$ cat src/rtl/core/jsl_pkg.sv
// Package with the types, codes and byte tables of the JSON stream lexer.
`timescale 1ns / 1ps
package jsl_pkg;

    localparam int STACK_LEVELS = 32;
    localparam int LVL_W = $clog2(STACK_LEVELS);

    localparam logic [2:0] T_ROOT = 3'd0;
    localparam logic [2:0] T_OBJ  = 3'd1;
    localparam logic [2:0] T_LIST = 3'd2;
    localparam logic [2:0] T_STR  = 3'd3;
    localparam logic [2:0] T_KEY  = 3'd4;
    localparam logic [2:0] T_BARE = 3'd5;

    localparam logic [1:0] EX_NONE  = 2'd0;
    localparam logic [1:0] EX_QUOTE = 2'd1;
    localparam logic [1:0] EX_COLON = 2'd2;
    localparam logic [1:0] EX_COMMA = 2'd3;

    localparam logic [1:0] TK_NONE  = 2'd0;
    localparam logic [1:0] TK_COLON = 2'd1;
    localparam logic [1:0] TK_COMMA = 2'd2;

    localparam logic [1:0] K_PUSH = 2'd0;
    localparam logic [1:0] K_POP  = 2'd1;
    localparam logic [1:0] K_UESC = 2'd2;
    localparam logic [1:0] K_ERR  = 2'd3;

    localparam logic [3:0] E_CTRL     = 4'd0;
    localparam logic [3:0] E_COLON    = 4'd1;
    localparam logic [3:0] E_STRAY    = 4'd2;
    localparam logic [3:0] E_STROUT   = 4'd3;
    localparam logic [3:0] E_ESCOUT   = 4'd4;
    localparam logic [3:0] E_INSERT   = 4'd5;
    localparam logic [3:0] E_KEYEXP   = 4'd6;
    localparam logic [3:0] E_BRACKET  = 4'd7;
    localparam logic [3:0] E_NULL     = 4'd8;
    localparam logic [3:0] E_BAREEXP  = 4'd9;
    localparam logic [3:0] E_TOODEEP  = 4'd10;

    localparam logic [2:0] NO_BARE = 3'd7;

    localparam logic [0:0] REG_EVENT_ENABLE = 1'd0;
    localparam logic [0:0] REG_MAX_LEVEL    = 1'd1;

    // One event as it leaves the lexer.
    typedef struct packed {
        logic [1:0]  event_kind;
        logic [2:0]  value_type;
        logic [4:0]  nest_level;
        logic [31:0] begin_pos;
        logic [31:0] current_pos;
        logic [31:0] element_count;
        logic [2:0]  bareword_kind;
        logic [3:0]  error_code;
        logic        last_of_run;
    } t_event;

    // Up to two events caused by one byte.
    typedef struct packed {
        logic [1:0] cnt;
        t_event     ev0;
        t_event     ev1;
    } t_bundle;

    typedef struct packed {
        logic [7:0] data_byte;
        logic       chunk_end;
    } t_in;

    function automatic logic is_ws(input logic [7:0] c);
        return c == 8'h09 || c == 8'h0a || c == 8'h0d || c == 8'h20;
    endfunction

    function automatic logic ends_bare(input logic [7:0] c);
        return is_ws(c) || c == 8'h22 || c == 8'h2c || c == 8'h3a || c == 8'h5b ||
               c == 8'h5c || c == 8'h5d || c == 8'h7b || c == 8'h7d;
    endfunction

    function automatic logic [2:0] bare_kind(input logic [7:0] c);
        if (c == 8'h2d) return 3'd0;
        if (c >= 8'h30 && c <= 8'h39) return 3'd1;
        if (c == 8'h74) return 3'd2;
        if (c == 8'h66) return 3'd3;
        if (c == 8'h6e) return 3'd4;
        return NO_BARE;
    endfunction

endpackage

$ cat src/rtl/core/jsl_back.sv
// Back part: queue of event bundles and serialization to one event per request.
`timescale 1ns / 1ps
module jsl_back import jsl_pkg::*; (
    input  logic    i_clk,
    input  logic    i_rst_n,
    input  logic    i_valid,
    input  t_bundle i_bundle,
    output logic    o_space,
    output logic    o_valid,
    input  logic    i_ready,
    output t_event  o_event
);

    localparam int QD = 4;
    t_bundle     r_q [QD];
    logic [1:0]  r_wp, r_rp;
    logic [2:0]  r_cnt;
    logic        r_half;

    logic pop_ev, pop_b;
    t_bundle head;

    assign head    = r_q[r_rp];
    assign o_space = (r_cnt < 3'(QD - 1)) || (r_cnt == 3'(QD - 1) && pop_b);
    assign o_valid = (r_cnt != 3'd0);
    assign o_event = r_half ? head.ev1 : head.ev0;
    assign pop_ev  = o_valid && i_ready;
    assign pop_b   = pop_ev && (r_half || head.cnt == 2'd1);

    // Queue pointers and the second-event flag.
    always_ff @(posedge i_clk) begin
        if (!i_rst_n) begin
            r_wp <= '0; r_rp <= '0; r_cnt <= '0; r_half <= 1'b0;
        end else begin
            if (i_valid) r_wp <= r_wp + 1'b1;
            if (pop_b) r_rp <= r_rp + 1'b1;
            r_cnt <= r_cnt + 3'(i_valid) - 3'(pop_b);
            if (pop_ev) r_half <= !pop_b;
        end
    end

    // Queue storage.
    always_ff @(posedge i_clk) begin
        if (i_valid) r_q[r_wp] <= i_bundle;
    end

endmodule

$ cat config.mk
export PLATFORM = sky130hd
export DESIGN_NAME = jsl_back
export DESIGN_NICKNAME = d
export VERILOG_FILES = /design/src/rtl/core/jsl_pkg.sv /design/src/rtl/core/jsl_back.sv
export SDC_FILE = /design/constraint.sdc
export NUM_CORES = 1
export LEC_CHECK = 0
export BUFFER_PORTS_ARGS = -buffer_cell sky130_fd_sc_hd__buf_2
export CORE_ASPECT_RATIO = 0.75
export CORE_MARGIN = 10
export CORE_UTILIZATION = 43
export DETAILED_ROUTE_END_ITERATION = 6
export PLACE_DENSITY = 0.71
export SETUP_SLACK_MARGIN = 0.02
export SYNTH_ARGS = -nofsm -noshare
export SYNTH_HDL_FRONTEND = slang
export SYNTH_SLANG_ARGS = --single-unit
$ cat constraint.sdc
create_clock -name i_clk -period 9.1 [get_ports i_clk]
set_clock_uncertainty 0.1 [all_clocks]
set_input_delay 0.91 -clock i_clk [delete_from_list [all_inputs] [get_ports i_clk]]
set_output_delay 0.91 -clock i_clk [all_outputs]
set_load 0.01 [all_outputs]
==> impl_metrics.json <==
{
  "post-route-period-util_pct": 56.68,
  "fmax_ghz": 0.1939,
  "p_per_area_nw_per_um2": 277.4,
  "synthSimpleGateAreaFrac_pct": 4.194,
  "synth-async-reset-ratio_pct": 0,
  "die_area_sq_um": 93830,
  "slew_headroom_pct": 25.22,
  "globalRouteTotalUtil_pct": 15.25,
  "busiest_layer": "met2",
  "holdBufCountCts": 0,
  "crit_path_end_kind": "primary output",
  "met2_usage_pct": 24.05,
  "hold_viol_final": 0,
  "stdcell_area_sq_um": 40900,
  "viasPerCell": 5.298,
  "yosys.area.top_type": "edfxtp_1",
  "rr_endpoint": "r_cnt[2]",
  "cts.path.max_buffers": 3,
  "placed_area_sq_um": 37980,
  "power_frac_seq_pct": 44.8,
  "grt_pass1_vias": 17440,
  "finalCriticalPeriod_ps": 5158,
  "hold_start": "i_bundle[39]",
  "power.internal_mw": 8.164,
  "drtIter0Drc": 1254,
  "yosys_warnings": 0,
  "critPathKind": "reg -> out",
  "hp-class": "in -> reg",
  "hpwlAfterDp_mm": 42.42,
  "grt_pass1_wl_mm": 109.4,
  "p_switching_mw": 3.182,
  "cts_tree": "yes",
  "reg2reg_depth": 10,
  "initial_core_util_pct": 43.60,
  "firstDrtPassIters": 4,
  "numPortBuffers": 349,
  "use_met3_pct": 5.137,
  "finalNonFillerCells": 3158,
  "synth_fp_nets": 1877,
  "drc": 0,
  "fp.dieW_um": 350.4,
  "via_count": 16730,
  "hold-path-cell-count": 1,
  "cts_resized": 0,
  "gr-total-overflow": 0,
  "ff_latch_area_sq_um": 27840,
  "netlist.area_leader.share_pct": 78.48,
  "crit_path_start_kind": "register",
  "io_pins": 350,
  "core-area_sq_um": 80740,
  "finalSetupTns_ps": 0,
  "synth_fa_ha_area_share_pct": 0.3057,
  "yosys-top-cells-count": "edfxtp_1 (920), nand2_1 (345), mux4_2 (228)",
  "met1_usage_pct": 20.37,
  "antenna_found_initial": 31,
  "synth_top_family_by_area": "multiplexers",
  "synth_flop_cell": "edfxtp_1",
  "tightest_slew_ps": 1122,
  "synth_compound_area_share_pct": 0.2275,
  "synthXorXnorAreaFrac_pct": 0.04976,
  "dp_cells": 2981,
  "areaGrowthSynthToFinish_pct": 16.19,
  "arrival_ps": 4150,
  "r2r_setup_slack_ps": 4780,
  "comb_power_share_pct": 23.5,
  "gp_congestion": 0.7305,
  "die_h_um": 267.8,
  "vdd_drop_max_v": 0.0001970,
  "clkTransAtPathRegs_ps": 60,
  "finalNetCount": 2256,
  "swShare_pct": 28.04,
  "numCtsBuffers": 89,
  "root_buffer": "clkbuf_16",
  "avgSynthCellArea_sq_um": 21.53,
  "rsz0062_at_grt": "false",
  "synth-seq-area-share_pct": 79.05,
  "synth_edf_count": 920,
  "leakage_nw": 13.86,
  "ys_ff_latch": 930,
  "cp_max_fo": 64,
  "synth.area.mux_share_pct": 14.62,
  "hold_end": "r_q[2][39]",
  "cp.required_ps": 8090,
  "netlist_area_sq_um": 35200,
  "synthCells": 1635,
  "finalSetupViolCount": 0,
  "netlist_top_cells_area": "edfxtp_1 (78%), mux4_2 (15%), nand2_1 (3.7%)",
  "routed_wl_mm": 72.66,
  "status": "finished clean",
  "clockPowerShare_pct": 31.7,
  "yosysUniqueCellTypes": 34,
  "ant_nets": 0,
  "fill_cells": 6365,
  "fp-row-count": 90,
  "postCtsSetupRepairBufs": 0,
  "numClockSinks": 930,
  "yosysMostFrequentCell": "edfxtp_1",
  "clkLatencyLatePin_ps": 650,
  "wl_per_cell_um": 23.01,
  "slew_violations": 0,
  "htreeDepth": 3,
  "drv_cap": 0,
  "multi_input_area_sq_um": 6837,
  "grt_start_max_net_pins": 134,
  "drive_gt1_share_pct": 35.16
}
==> cell families (layout without fill, tap and decap cells) <==
| family | count (synthesis) | count (layout) |
|---|---|---|
| compound gates | 11 | 11 |
| simple gates | 367 | 367 |
| other cells | 0 | 15 |
| buf+inv | 88 | 538 |
| flops | 930 | 930 |
| mux | 229 | 229 |
| fa+ha+maj | 8 | 8 |
| xor+xnor | 2 | 2 |
==> worst max path at each step <==
stage,startpoint,endpoint,slack [ps],cells past startpoint
after floorplan,i_valid,r_q[0][0],2270,1
after global placement,register,o_event[51],4650,6
after detailed placement,register,o_event[44],4590,6
after CTS,register,o_event[44],3860,6
after global routing,register,o_event[52],3670,6
final,register,o_event[44],3940,6
==> power by group through the flow <==
stage	logic, mW	registers, mW	clock network (mW)
after floorplan	1.90	5.11	0
after global placement	2.69	5.17	0
after detailed placement	2.72	5.19	0
after CTS	2.74	5.10	3.69
after global routing	2.91	5.12	3.86
final	2.66	5.09	3.59
==> per-layer routing <==
metal	routed length, um	vias up	part of all wire [%]
li1	-	7386	-
met5	285	-	0.39
met1	29450	8642	41
met2	35120	520	48
met3	6462	141	8.9
met4	1342	42	1.8
==> registers in the layout, summed over array words and instances (netlist names), named ones only <==
signal and cells:
r_rp 2, r_half 1, r_cnt 3, r_wp 2, r_q 920
==> placed cells by master, fill, tap and decap left out, types with 3 or more instances in the layout <==
master / instances
and2_1: 4
clkinv_1: 14
buf_4: 13
dfxtp_4: 3
buf_12: 5
edfxtp_1: 920
bufinv_16: 7
nand4_1: 3
dfxtp_1: 7
buf_2: 349
and2_4: 4
clkbuf_1: 22
clkinv_2: 15
inv_16: 3
clkinv_4: 4
diode_2: 15
inv_1: 8
mux4_2: 228
ha_1: 7
clkinv_16: 3
clkbuf_16: 89
nand2_1: 345
==> critical path, stage by stage (launching register included) <==
cell	delay (ps)
dfxtp_4	960
buf_4	770
buf_4	750
mux4_2	420
nand2_1	80
nand2_1	150
buf_2	180
==> stage by stage <==
stage               power [mW]  utilization [%]  setup slack, ps  hold WS [ps]
CTS                      11.53            50.61             3860         306.4
finish                   11.35            50.66             3942         368.0
floorplan                7.005                -             2265         418.4
global route             11.88            50.63             3671         325.2
global placement         7.864            47.04             4645         435.1
detailed placement       7.908            47.04             4594         438.3
==> final cells by class <==
class / count / area share (%)
multi-input cells: 617 / 16.71
repair buffers: 367 / 4.754
well taps: 1058 / 3.236
flip-flops and latches: 930 / 68.06
inverters: 9 / 0.08871
clock inverters: 51 / 1.410
clock buffers: 111 / 5.647
diodes: 15 / 0.09177
Power figures use the tool's default switching activity.
